**config.mk**
```make
export PLATFORM = sky130hd
export DESIGN_NAME = link_quality_statistics
export DESIGN_NICKNAME = d
export VERILOG_FILES = /design/src/rtl/core/lqs_pkg.sv /design/src/rtl/core/lqs_div.sv /design/src/rtl/core/link_quality_statistics.sv
export VERILOG_INCLUDE_DIRS = /design/src /design/src/rtl/core
export SDC_FILE = /design/constraint.sdc
export NUM_CORES = 2
export LEC_CHECK = 0
export BUFFER_PORTS_ARGS = -buffer_cell sky130_fd_sc_hd__buf_2
export CORE_MARGIN = 5
export CORE_UTILIZATION = 25
export CTS_BUF_LIST = sky130_fd_sc_hd__clkbuf_16
export DETAILED_ROUTE_END_ITERATION = 12
export HOLD_SLACK_MARGIN = 0.15
export PLACE_DENSITY = 0.47
export SLEW_MARGIN = 20
export SYNTH_ARGS = -nofsm -noshare
export SYNTH_HDL_FRONTEND = slang
export SYNTH_SLANG_ARGS = --single-unit
```
**constraint.sdc**
```tcl
create_clock -name i_clk -period 10.6 [get_ports i_clk]
set_input_delay 2.12 -clock i_clk [delete_from_list [all_inputs] [get_ports i_clk]]
set_output_delay 2.12 -clock i_clk [all_outputs]
set_load 0.005 [all_outputs]
```
**src/rtl/core/link_quality_statistics_defines.svh**
```systemverilog
// Assertion macros shared by the link statistics RTL
`ifndef LINK_QUALITY_STATISTICS_DEFINES_SVH
`define LINK_QUALITY_STATISTICS_DEFINES_SVH

// Same-cycle implication, sampled on i_clk, off during reset
`define LQS_ASSERT_IMP(label, ante, cons) \
    label: assert property (@(posedge i_clk) disable iff (!i_rst_n) (ante) |-> (cons)) \
        else $error("link statistics check failed");

// Next-cycle implication, sampled on i_clk, off during reset
`define LQS_ASSERT_NXT(label, ante, cons) \
    label: assert property (@(posedge i_clk) disable iff (!i_rst_n) (ante) |=> (cons)) \
        else $error("link statistics check failed");

`endif

```
**src/rtl/core/lqs_pkg.sv**
```systemverilog
// Types and constants for the link statistics block
`timescale 1ns / 1ps
`default_nettype none

package lqs_pkg;

    localparam int DIV_W = 32;
    localparam int CNT_W = $clog2(DIV_W);
    localparam int CFG_IDX_W = 1;

    localparam logic [15:0] FAILSAFE_RST = 16'd1000;
    localparam logic [15:0] WINDOW_RST   = 16'd1000;
    localparam logic [31:0] LAST_ACK_RST = 32'(0) - 32'(FAILSAFE_RST);

    localparam logic [9:0] RATE_SCALE = 10'd1000;
    localparam logic [6:0] PCT_SCALE  = 7'd100;
    localparam logic [6:0] QUAL_MAX   = 7'd100;

    localparam logic [CFG_IDX_W-1:0] REG_FAILSAFE = 1'd0;
    localparam logic [CFG_IDX_W-1:0] REG_WINDOW   = 1'd1;

    typedef enum logic [2:0] {
        OP_TICK   = 3'd0,
        OP_SEND   = 3'd1,
        OP_ACK    = 3'd2,
        OP_ERROR  = 3'd3,
        OP_MISSED = 3'd4,
        OP_UPDATE = 3'd5,
        OP_CLEAR  = 3'd6
    } t_op;

    typedef enum logic [2:0] {
        S_IDLE,
        S_RATE_CHK,
        S_RATE_DIV,
        S_QUAL_CHK,
        S_QUAL_DIV,
        S_EMIT
    } t_state;

    typedef struct packed {
        logic             start;
        logic [DIV_W-1:0] dividend;
        logic [DIV_W-1:0] divisor;
    } t_div_req;

endpackage

`default_nettype wire

```
**src/rtl/core/lqs_div.sv**
```systemverilog
// Radix-2 restoring divider, one quotient bit per cycle
`timescale 1ns / 1ps
`default_nettype none

module lqs_div
    import lqs_pkg::*;
(
    input  wire logic             i_clk,
    input  wire logic             i_rst_n,
    input  wire t_div_req         i_req,
    output logic                  o_done,
    output logic [DIV_W-1:0]      o_quotient
);

    logic             r_busy;
    logic             r_done;
    logic [CNT_W-1:0] r_cnt;
    logic [DIV_W-1:0] r_rem;
    logic [DIV_W-1:0] r_quo;
    logic [DIV_W-1:0] r_dvs;

    logic [DIV_W:0]   w_shift;
    logic [DIV_W:0]   w_diff;
    logic             w_ge;

    assign w_shift = {r_rem, r_quo[DIV_W-1]};
    assign w_diff  = w_shift - {1'b0, r_dvs};
    assign w_ge    = !w_diff[DIV_W];

    always_ff @(posedge i_clk) begin
        if (!i_rst_n) begin
            r_busy <= 1'b0;
            r_done <= 1'b0;
            r_cnt  <= '0;
        end else begin
            r_done <= r_busy && (r_cnt == '0);
            if (i_req.start) begin
                r_busy <= 1'b1;
                r_cnt  <= CNT_W'(DIV_W - 1);
            end else if (r_busy) begin
                if (r_cnt == '0) begin
                    r_busy <= 1'b0;
                end else begin
                    r_cnt <= r_cnt - 1'b1;
                end
            end
        end
    end

    // shift one dividend bit into the partial remainder per cycle
    always_ff @(posedge i_clk) begin
        if (i_req.start) begin
            r_rem <= '0;
            r_quo <= i_req.dividend;
            r_dvs <= i_req.divisor;
        end else if (r_busy) begin
            r_rem <= w_ge ? w_diff[DIV_W-1:0] : w_shift[DIV_W-1:0];
            r_quo <= {r_quo[DIV_W-2:0], w_ge};
        end
    end

    assign o_done     = r_done;
    assign o_quotient = r_quo;

endmodule

`default_nettype wire

```
**src/rtl/core/link_quality_statistics.sv**
```systemverilog
// Transmit link statistics: event counters, window quality, telemetry rate, failsafe
//
// Input channel (i_in_valid / o_in_stall) carries one request: op, telemetry
// length and missed count. Output channel (o_out_valid / i_out_stall) returns
// exactly one result per request with the statistics after that request.
// Configuration (i_cfg_valid / o_cfg_ready, always ready) writes the failsafe
// period (index 0) or window length (index 1); write only while idle.
// Counting, tick and clear requests go from the idle state straight to the
// emit state, which loads the result. An update request checks both windows
// in a check state each; the rate window when it closes, and the quality
// window when it closes with packets in it, runs the shared bit-serial divider.
// The divider produces one quotient bit per cycle.
// One request is processed at a time; the next is accepted as soon as the
// result moved into the output register, even while that result waits.
// When the receiver stalls, the result is held and a finished second result
// waits inside until the output register frees.
// Reset (synchronous, active low) clears all statistics, sets both registers
// to 1000 ms and marks the last acknowledge 1000 ms in the past, so failsafe
// reads as set.
`timescale 1ns / 1ps
`default_nettype none
`include "link_quality_statistics_defines.svh"

module link_quality_statistics
    import lqs_pkg::*;
(
    input  wire logic                 i_clk,
    input  wire logic                 i_rst_n,
    input  wire logic                 i_in_valid,
    output logic                      o_in_stall,
    input  wire logic [2:0]           i_op,
    input  wire logic [7:0]           i_telemetry_length,
    input  wire logic [15:0]          i_missed_count,
    output logic                      o_out_valid,
    input  wire logic                 i_out_stall,
    output logic                      o_failsafe,
    output logic [6:0]                o_link_quality_pct,
    output logic [7:0]                o_acked_per_window,
    output logic [31:0]               o_telemetry_rate,
    output logic [31:0]               o_sent_count,
    output logic [31:0]               o_acked_count,
    output logic [31:0]               o_error_count,
    output logic [31:0]               o_missed_total,
    input  wire logic                 i_cfg_valid,
    output logic                      o_cfg_ready,
    input  wire logic [CFG_IDX_W-1:0] i_cfg_index,
    input  wire logic [15:0]          i_cfg_data
);

    t_state r_state;
    t_state n_state;

    logic [15:0] r_failsafe_period;
    logic [15:0] r_window;

    logic [31:0] r_now;
    logic [31:0] r_sent;
    logic [31:0] r_acked;
    logic [31:0] r_errors;
    logic [31:0] r_missed;
    logic [31:0] r_last_ack;
    logic [15:0] r_mark_acked;
    logic [15:0] r_mark_total;
    logic [31:0] r_qual_start;
    logic [6:0]  r_quality_last;
    logic [7:0]  r_acked_win_last;
    logic [31:0] r_tlm_bytes;
    logic [31:0] r_tlm_mark;
    logic [31:0] r_rate_last;
    logic [31:0] r_rate_start;

    logic        r_out_valid;
    logic        r_out_failsafe;
    logic [6:0]  r_out_quality;
    logic [7:0]  r_out_acked_win;
    logic [31:0] r_out_rate;
    logic [31:0] r_out_sent;
    logic [31:0] r_out_acked;
    logic [31:0] r_out_errors;
    logic [31:0] r_out_missed;

    logic        w_accept;
    logic        w_out_free;
    logic        w_load_out;
    logic        w_rate_close;
    logic        w_qual_close;
    logic [31:0] w_rate_elapsed;
    logic [31:0] w_qual_elapsed;
    logic [31:0] w_tlm_delta;
    logic [15:0] w_win_acked;
    logic [15:0] w_win_total;
    logic        w_failsafe;
    logic [6:0]  w_quality_sat;
    t_div_req    w_div_req;
    logic        w_div_done;
    logic [31:0] w_div_quot;

    assign w_accept   = i_in_valid && !o_in_stall;
    assign w_out_free = !r_out_valid || !i_out_stall;

    assign w_rate_elapsed = r_now - r_rate_start;
    assign w_qual_elapsed = r_now - r_qual_start;
    assign w_rate_close   = w_rate_elapsed > {16'b0, r_window};
    assign w_qual_close   = w_qual_elapsed > {16'b0, r_window};
    assign w_tlm_delta    = r_tlm_bytes - r_tlm_mark;
    assign w_win_acked    = r_acked[15:0] - r_mark_acked;
    assign w_win_total    = r_sent[15:0] + r_missed[15:0] - r_mark_total;
    assign w_failsafe     = (r_now - r_last_ack) >= {16'b0, r_failsafe_period};
    assign w_quality_sat  = (w_div_quot > 32'(QUAL_MAX)) ? QUAL_MAX : w_div_quot[6:0];

    // next state
    always_comb begin
        n_state = r_state;
        case (r_state)
            S_IDLE: begin
                if (w_accept) begin
                    n_state = (t_op'(i_op) == OP_UPDATE) ? S_RATE_CHK : S_EMIT;
                end
            end
            S_RATE_CHK: begin
                n_state = w_rate_close ? S_RATE_DIV : S_QUAL_CHK;
            end
            S_RATE_DIV: begin
                if (w_div_done) begin
                    n_state = S_QUAL_CHK;
                end
            end
            S_QUAL_CHK: begin
                n_state = (w_qual_close && (w_win_total != '0)) ? S_QUAL_DIV : S_EMIT;
            end
            S_QUAL_DIV: begin
                if (w_div_done) begin
                    n_state = S_EMIT;
                end
            end
            S_EMIT: begin
                if (w_out_free) begin
                    n_state = S_IDLE;
                end
            end
            default: n_state = S_IDLE;
        endcase
    end

    // state outputs
    always_comb begin
        o_in_stall         = 1'b1;
        w_load_out         = 1'b0;
        w_div_req.start    = 1'b0;
        w_div_req.dividend = 32'(w_tlm_delta * 32'(RATE_SCALE));
        w_div_req.divisor  = w_rate_elapsed;
        case (r_state)
            S_IDLE: begin
                o_in_stall = 1'b0;
            end
            S_RATE_CHK: begin
                w_div_req.start = w_rate_close;
            end
            S_QUAL_CHK: begin
                w_div_req.start    = w_qual_close && (w_win_total != '0);
                w_div_req.dividend = {9'b0, {7'b0, w_win_acked} * {16'b0, PCT_SCALE}};
                w_div_req.divisor  = {16'b0, w_win_total};
            end
            S_EMIT: begin
                w_load_out = w_out_free;
            end
            default: begin
                o_in_stall = 1'b1;
            end
        endcase
    end

    lqs_div u_div (
        .i_clk      (i_clk),
        .i_rst_n    (i_rst_n),
        .i_req      (w_div_req),
        .o_done     (w_div_done),
        .o_quotient (w_div_quot)
    );

    always_ff @(posedge i_clk) begin
        if (!i_rst_n) begin
            r_state <= S_IDLE;
        end else begin
            r_state <= n_state;
        end
    end

    always_ff @(posedge i_clk) begin
        if (!i_rst_n) begin
            r_failsafe_period <= FAILSAFE_RST;
            r_window          <= WINDOW_RST;
        end else if (i_cfg_valid) begin
            case (i_cfg_index)
                REG_FAILSAFE: r_failsafe_period <= i_cfg_data;
                REG_WINDOW:   r_window          <= i_cfg_data;
                default:      r_window          <= r_window;
            endcase
        end
    end

    assign o_cfg_ready = 1'b1;

    always_ff @(posedge i_clk) begin
        if (!i_rst_n) begin
            r_now            <= '0;
            r_sent           <= '0;
            r_acked          <= '0;
            r_errors         <= '0;
            r_missed         <= '0;
            r_last_ack       <= LAST_ACK_RST;
            r_mark_acked     <= '0;
            r_mark_total     <= '0;
            r_qual_start     <= '0;
            r_quality_last   <= '0;
            r_acked_win_last <= '0;
            r_tlm_bytes      <= '0;
            r_tlm_mark       <= '0;
            r_rate_last      <= '0;
            r_rate_start     <= '0;
        end else begin
            if (w_accept) begin
                case (t_op'(i_op))
                    OP_TICK:   r_now    <= r_now + 1'b1;
                    OP_SEND:   r_sent   <= r_sent + 1'b1;
                    OP_ACK: begin
                        r_acked     <= r_acked + 1'b1;
                        r_tlm_bytes <= r_tlm_bytes + {24'b0, i_telemetry_length};
                        r_last_ack  <= r_now;
                    end
                    OP_ERROR:  r_errors <= r_errors + 1'b1;
                    OP_MISSED: r_missed <= r_missed + {16'b0, i_missed_count};
                    OP_CLEAR: begin
                        r_sent         <= '0;
                        r_acked        <= '0;
                        r_errors       <= '0;
                        r_missed       <= '0;
                        r_last_ack     <= r_now - {16'b0, r_failsafe_period};
                        r_mark_acked   <= '0;
                        r_mark_total   <= '0;
                        r_qual_start   <= r_now;
                        r_quality_last <= '0;
                        r_tlm_bytes    <= '0;
                        r_tlm_mark     <= '0;
                        r_rate_last    <= '0;
                        r_rate_start   <= r_now;
                    end
                    default: r_now <= r_now;
                endcase
            end
            // advance the window marks when a window closes, as its divide starts; the totals hold meanwhile
            if ((r_state == S_RATE_CHK) && w_rate_close) begin
                r_tlm_mark   <= r_tlm_bytes;
                r_rate_start <= r_now;
            end
            if ((r_state == S_RATE_DIV) && w_div_done) begin
                r_rate_last <= w_div_quot;
            end
            if ((r_state == S_QUAL_CHK) && w_qual_close) begin
                r_acked_win_last <= (|w_win_acked[15:8]) ? 8'hFF : w_win_acked[7:0];
                r_mark_acked     <= r_acked[15:0];
                r_mark_total     <= r_sent[15:0] + r_missed[15:0];
                r_qual_start     <= r_now;
                if (w_win_total == '0) begin
                    r_quality_last <= '0;
                end
            end
            if ((r_state == S_QUAL_DIV) && w_div_done) begin
                r_quality_last <= w_quality_sat;
            end
        end
    end

    always_ff @(posedge i_clk) begin
        if (!i_rst_n) begin
            r_out_valid <= 1'b0;
        end else if (w_load_out) begin
            r_out_valid <= 1'b1;
        end else if (!i_out_stall) begin
            r_out_valid <= 1'b0;
        end
    end

    always_ff @(posedge i_clk) begin
        if (w_load_out) begin
            r_out_failsafe  <= w_failsafe;
            r_out_quality   <= r_quality_last;
            r_out_acked_win <= r_acked_win_last;
            r_out_rate      <= r_rate_last;
            r_out_sent      <= r_sent;
            r_out_acked     <= r_acked;
            r_out_errors    <= r_errors;
            r_out_missed    <= r_missed;
        end
    end

    assign o_out_valid        = r_out_valid;
    assign o_failsafe         = r_out_failsafe;
    assign o_link_quality_pct = r_out_quality;
    assign o_acked_per_window = r_out_acked_win;
    assign o_telemetry_rate   = r_out_rate;
    assign o_sent_count       = r_out_sent;
    assign o_acked_count      = r_out_acked;
    assign o_error_count      = r_out_errors;
    assign o_missed_total     = r_out_missed;

    `LQS_ASSERT_IMP(a_quality_range, 1'b1, r_quality_last <= QUAL_MAX)
    `LQS_ASSERT_IMP(a_div_done_state, w_div_done, (r_state == S_RATE_DIV) || (r_state == S_QUAL_DIV))
    `LQS_ASSERT_NXT(a_emit_loads, (r_state == S_EMIT) && w_out_free, o_out_valid && (r_state == S_IDLE))
    `LQS_ASSERT_IMP(a_div_start_idle, w_div_req.start, (r_state == S_RATE_CHK) || (r_state == S_QUAL_CHK))

endmodule

`default_nettype wire

```
=== Word level (Yosys, flattened, before mapping) ===
Cells that the tools add are included.

* Flip-flop bits (word level): 714
* Input bits: 49
* Output and inout port bits: 179
* Word-level logic and storage cells: 162

* Add/sub/neg operators: 16
* $mul: 2
* Magnitude comparators: 4
* Eq/ne operators: 17
* Multiplexer cells: 48
* Bitwise logic cells: 1
* Reduce and logical (&&, ||, !) cells: 40

{| class="wikitable"
|+ Operators with widths
! kind !! number
|-
| one-hot mux 32 bit (2 select lines) || 6
|-
| two-way mux 32 bit || 11
|-
| adder 32 x 1 -> 32 bit, second input constant || 4
|-
| subtractor 32 bit || 4
|-
| greater-than comparator 32 x 16 -> 1 bit || 2
|-
| two-way mux 16 bit || 4
|-
| two-way mux 64 bit || 1
|-
| two-way mux 7 bit || 6
|-
| subtractor 33 x 32 -> 33 bit || 1
|-
| adder 32 x 16 -> 32 bit || 1
|-
| adder 32 x 8 -> 32 bit || 1
|-
| >= comparator 32 x 16 -> 1 bit || 1
|-
| greater-than comparator 32 x 7 -> 1 bit, second input constant || 1
|-
| multiplier 32 x 7 -> 29 bit, second input constant || 1
|-
| subtractor 16 bit || 2
|-
| subtractor 32 x 16 -> 32 bit || 1
|-
| AND reduction 2 bit || 11
|-
| nonzero test 2 bit || 11
|-
| multiplier 16 x 5 -> 21 bit, second input constant || 1
|-
| one-hot mux 3 bit (6 select lines) || 1
|-
| adder 16 bit || 1
|-
| zero test 16 bit || 1
|-
| nonzero test 16 bit || 1
|-
| equality test 3 bit, second input constant || 5
|-
| other kinds (18) || 49
|}

=== Depth between registers and ports, before layout ===
* Depth in word-level cells: 7
* Mapped depth: 31
* Depth with buffers taken out: 31

=== Hierarchy ===
From an unflattened synthesis, not the netlist that was laid out.

* Cell total of the unflattened synthesis: 5190
* Area total of the unflattened synthesis: 47041.4 µm²

{| class="wikitable"
|+ By module, submodules not included
! module !! instances !! cells each !! area each (µm²) !! seq. area each (µm²)
|-
| link_quality_statistics || 1 || 4571 || 40556.4 || 13873.3
|-
| lqs_div || 1 || 619 || 6485.0 || 2702.6
|}

=== Least setup slack after synthesis ===
Ideal clock, no wire load.

* Path kind: input port to flip-flop
* From: input port i_out_stall
* To: register r_out_acked[0], in the netlist o_acked_count[0], enable pin
* Library setup time: 0.770 ns
* Data arrival time: 10.591 ns
* Data required time: 9.830 ns
* Setup slack: -0.761 ns
* Cell stages on the path: 1
* Path buffers: 0
* Path through: a21oi_1

* Longest elaborated chain between the ends: 3

{| class="wikitable"
|+ Ends and longest elaborated chain
! item !! RTL line !! text
|-
| from (decl) || link_quality_statistics.sv:35 || <nowiki>input wire logic i_out_stall,</nowiki>
|-
| zero test 1 bit || -- ||
|-
| logical OR 1 bit || link_quality_statistics.sv:99 || <nowiki>assign w_out_free = !r_out_valid || !i_out_stall;</nowiki>
|-
| two-way mux 1 bit || link_quality_statistics.sv:152 || <nowiki>case (r_state)</nowiki>
|-
| to (signal assigned) || link_quality_statistics.sv:291 || <nowiki>r_out_acked <= r_acked;</nowiki>
|-
| to (decl) || link_quality_statistics.sv:78 || <nowiki>logic [31:0] r_out_acked;</nowiki>
|}

Every way passes these cells.
A chain may end at the register's enable or synchronous reset.

=== Worst setup path in the final report ===
* From: register r_tlm_bytes[0]
* To: register u_div.r_quo[28], in the netlist u_div.o_quotient[28] (data pin)

* Longest elaborated chain between the ends: 4

{| class="wikitable"
|+ Ends and longest elaborated chain
! item !! RTL line !! text
|-
| from (decl) || link_quality_statistics.sv:67 || <nowiki>logic [31:0] r_tlm_bytes;</nowiki>
|-
| from (signal assigned) || link_quality_statistics.sv:228 || <nowiki>r_tlm_bytes <= r_tlm_bytes + {24'b0, i_telemetry_length};</nowiki>
|-
| subtractor 32 bit || link_quality_statistics.sv:105 || <nowiki>assign w_tlm_delta = r_tlm_bytes - r_tlm_mark;</nowiki>
|-
| multiplier 32 x 7 -> 29 bit || link_quality_statistics.sv:150 || <nowiki>w_div_req.dividend = 32'(w_tlm_delta * 32'(RATE_SCALE));</nowiki>
|-
| two-way mux 64 bit || link_quality_statistics.sv:152 ||
|-
| two-way mux 32 bit || lqs_div.sv:52 || <nowiki>if (i_req.start) begin</nowiki>
|-
| to (signal assigned) || lqs_div.sv:54 || <nowiki>r_quo <= i_req.dividend;</nowiki>
|-
| to (signal assigned) || lqs_div.sv:58 || <nowiki>r_quo <= {r_quo[DIV_W-2:0], w_ge};</nowiki>
|-
| to (decl) || lqs_div.sv:19 || <nowiki>logic [DIV_W-1:0] r_quo;</nowiki>
|}

Every way passes these cells.

==> results.yml <==
drt:
  drt-initial-drc-count: 1716
  drc: 0
  vias: 35300
  vias_per_cell: 4.60
  wl_per_cell_um: 16.5
  routed-wl-met3_um: 4050
  routed_wl_um: 127000
  drt.antenna.violating_nets: 0
  top_layer_used: "met5"
  drt_pass1_iterations: 6
  met1Wirelength_um: 60500
  dr_wl_met2_um: 58200
setup_path:
  r2r_end: "u_div.o_quotient[28]$_DFFE_PP_"
  rrSetupSlack_ns: 3.01
  r2r_start: "r_tlm_bytes[0]$_SDFFE_PN0P_"
  critPathCaptureType: "register"
  arrival_ns: 8.03
  critPathLaunchType: "register"
  worstPathRequired_ns: 11.03
  worst-setup-path-type: "register to register"
  crit_fanout: 8
  reg2reg_depth: 27
yosys:
  ys_types: 91
  yosysWarnings: 0
  syn-instance-count: 5075
  async_flop_share: 0
  synth_area_um2: 45100
  ys_seq_area_frac: 0.368
  synth_seq_cells: 708
  synth_nets: 5618
  ys.flop_type: "dfxtp_1"
  synth-edff-count: 240
  syn_avg_cell_area_um2: 8.88
cts:
  cts_root_buffer: "clkbuf_16"
  path_clk_slew_ns: 0.07
  htreeDepth: 3
  clkLatencyLatePin_ns: 0.72
  cts_inserted_buffers: 84
  cts_setup_buffers: 0
  cts_max_path_buffers: 3
  hold_buffers: 0
  cts_sinks: 708
  ctsResizeCount: 0
  cts_tree: "built"
power:
  power.density_nw_per_um2: 174
  p_clk_frac: 0.318
  p_leak_nw: 21.6
  p_sw_w: 0.00318
  ir_drop_uv: 142
  swShare: 0.355
  intPower_w: 0.00578
  combPwrFrac: 0.334
  seqPwrFrac: 0.348
floorplanning:
  die_height_um: 435
  core-area_um2: 179000
  start_util: 0.252
  ios: 228
  row_count: 155
  die_area_um2: 189000
  fp.dieW_um: 435
placement:
  gp_congestion: 0.834
  port_buffers: 226
  place_ws_ns: 3.00
  dpl.hpwl_um: 97100
  place_area_um2: 48800
timing:
  final.min_clock_period_ns: 7.59
  fin_ws_ns: 3.01
  fin_worst_skew_ns: 0.0807
  fin_crit_sh: 0.716
  fmax_mhz: 132
  setup_viol: 0
  slew_viol_final: 0
  tns_ns: 0
  hold_slack_ns: 0.428
  relSlewSlack: 0.233
  hold_viol_final: 0
  rsz0062_at_grt: "false"
  tightestPinTransition_ns: 1.14
final_layout:
  final_common_cell: "inv_1"
  num-fill-cells: 19100
  mostFrequentLayoutCells: "522 x inv_1, 476 x nand2_1, 467 x dfxtp_1"
  syn_to_final_growth_pct: 14.4
  drive_gt1_frac: 0.0875
  nets: 5787
  postLayoutCellArea_um2: 51500
global_routing:
  gr-total-overflow: 0
  grt_max_degree: 82
  grt_pass1_vias: 34400
  grt.total_usage: 0.131
  grt_pass1_wl_um: 198000
  antenna_found_initial: 5
worst_hold_path:
  hold_path_depth: 0
  hold_class: "register to register"
  min_from: "r_rate_last[17]$_SDFFE_PN0P_"
  min_to: "o_telemetry_rate[17]$_DFFE_PP_"
job:
  drv_cap: 0
run_status:
  outcome: "finished, final reports clean"
==> metrics by stage <==
| stage | std cells | util | power [W] |
|---|---|---|---|
| final | 7673 | 0.288 | 0.00896 |
| after floorplan | 5075 | - | 0.00539 |
| after global placement | 7512 | 0.273 | 0.00619 |
| after detailed placement | 7512 | 0.273 | 0.00619 |
| after global routing | 7673 | 0.288 | 0.00962 |
| after CTS | 7669 | 0.288 | 0.00912 |
==> area by class of cell <==
type	count	area, um2	share of cell area
Antenna cell	3	7.51	0.000146
Clock buffer	85	2130	0.0413
Clock inverter	72	582	0.0113
Inverter	498	1880	0.0364
Multi-Input combinational cell	3682	26000	0.504
Sequential cell	708	16600	0.322
Tap cell	2355	2950	0.0572
Timing Repair Buffer	270	1470	0.0285
==> worst max path at each step <==
| stage | startpoint | to | slack (ns) |
|---|---|---|---|
| floorplan | i_out_stall | o_acked_count[0]$_DFFE_PP_ | 3.23 |
| global placement | r_tlm_bytes[0]$_SDFFE_PN0P_ | u_div.o_quotient[31]$_DFFE_PP_ | 3.05 |
| detailed placement | r_tlm_bytes[0]$_SDFFE_PN0P_ | u_div.o_quotient[31]$_DFFE_PP_ | 3.00 |
| CTS | r_tlm_bytes[0]$_SDFFE_PN0P_ | u_div.o_quotient[31]$_DFFE_PP_ | 2.99 |
| global route | r_tlm_bytes[0]$_SDFFE_PN0P_ | u_div.o_quotient[31]$_DFFE_PP_ | 2.27 |
| finish | r_tlm_bytes[0]$_SDFFE_PN0P_ | u_div.o_quotient[28]$_DFFE_PP_ | 3.01 |
==> Yosys cell counts, drive strengths merged, types with 58 or more instances <==
cell | number | area [um2]
a211oi | 58 | 440
a21o | 87 | 653
a21oi | 420 | 2110
clkbuf | 157 | 591
dfxtp | 468 | 9370
edfxtp | 240 | 7210
fa | 100 | 2000
ha | 394 | 4930
inv | 498 | 1870
mux2i | 83 | 831
nand2 | 479 | 1800
nand3 | 192 | 961
nor2 | 466 | 1750
nor3 | 65 | 325
o21ai | 194 | 975
xnor2 | 214 | 1870
xor2 | 180 | 1580
==> cells by family after synthesis <==
group,share of synthesized area
DFF,0.368
buffers and inverters,0.0585
other,0.0000832
adders and majority gates,0.154
muxes,0.0268
AOI/OAI and AO/OA,0.156
xor gates and xnor gates,0.0771
and+or+nand+nor,0.160
==> layer usage <==
layer  GRT usage  vias to the layer above
met5           0                        -
met4      0.0474                        2
met3      0.0162                      141
met2       0.216                      488
met1       0.176                    16700
li1            -                    18000
==> power groups by stage <==
stage	registers [W]	clock network [W]	logic, W
finish	0.00311	0.00285	0.00299
CTS	0.00312	0.00296	0.00304
global placement	0.00317	0	0.00302
global route	0.00313	0.00307	0.00342
floorplan	0.00316	0	0.00223
detailed placement	0.00317	0	0.00302
==> worst max-delay path: stages (launching register included) <==
cell,delay (ns)
dfxtp_1,0.34
inv_1,0.07
ha_1,0.16
inv_1,0.05
fa_1,0.42
a211oi_1,0.34
o21ai_0,0.15
a21oi_1,0.30
o21ai_0,0.24
nor2b_1,0.21
xnor2_1,0.70
xnor2_1,0.29
inv_1,0.12
fa_1,0.57
fa_1,0.44
fa_1,0.52
inv_1,0.04
ha_1,0.35
o211a_1,0.21
nand2_1,0.06
o311ai_0,0.47
o211ai_1,0.25
o2111ai_1,0.26
a21oi_1,0.15
o21ba_2,0.21
o21bai_1,0.15
xnor2_1,0.16
o22ai_2,0.10
(Power assumes the default switching activity.)
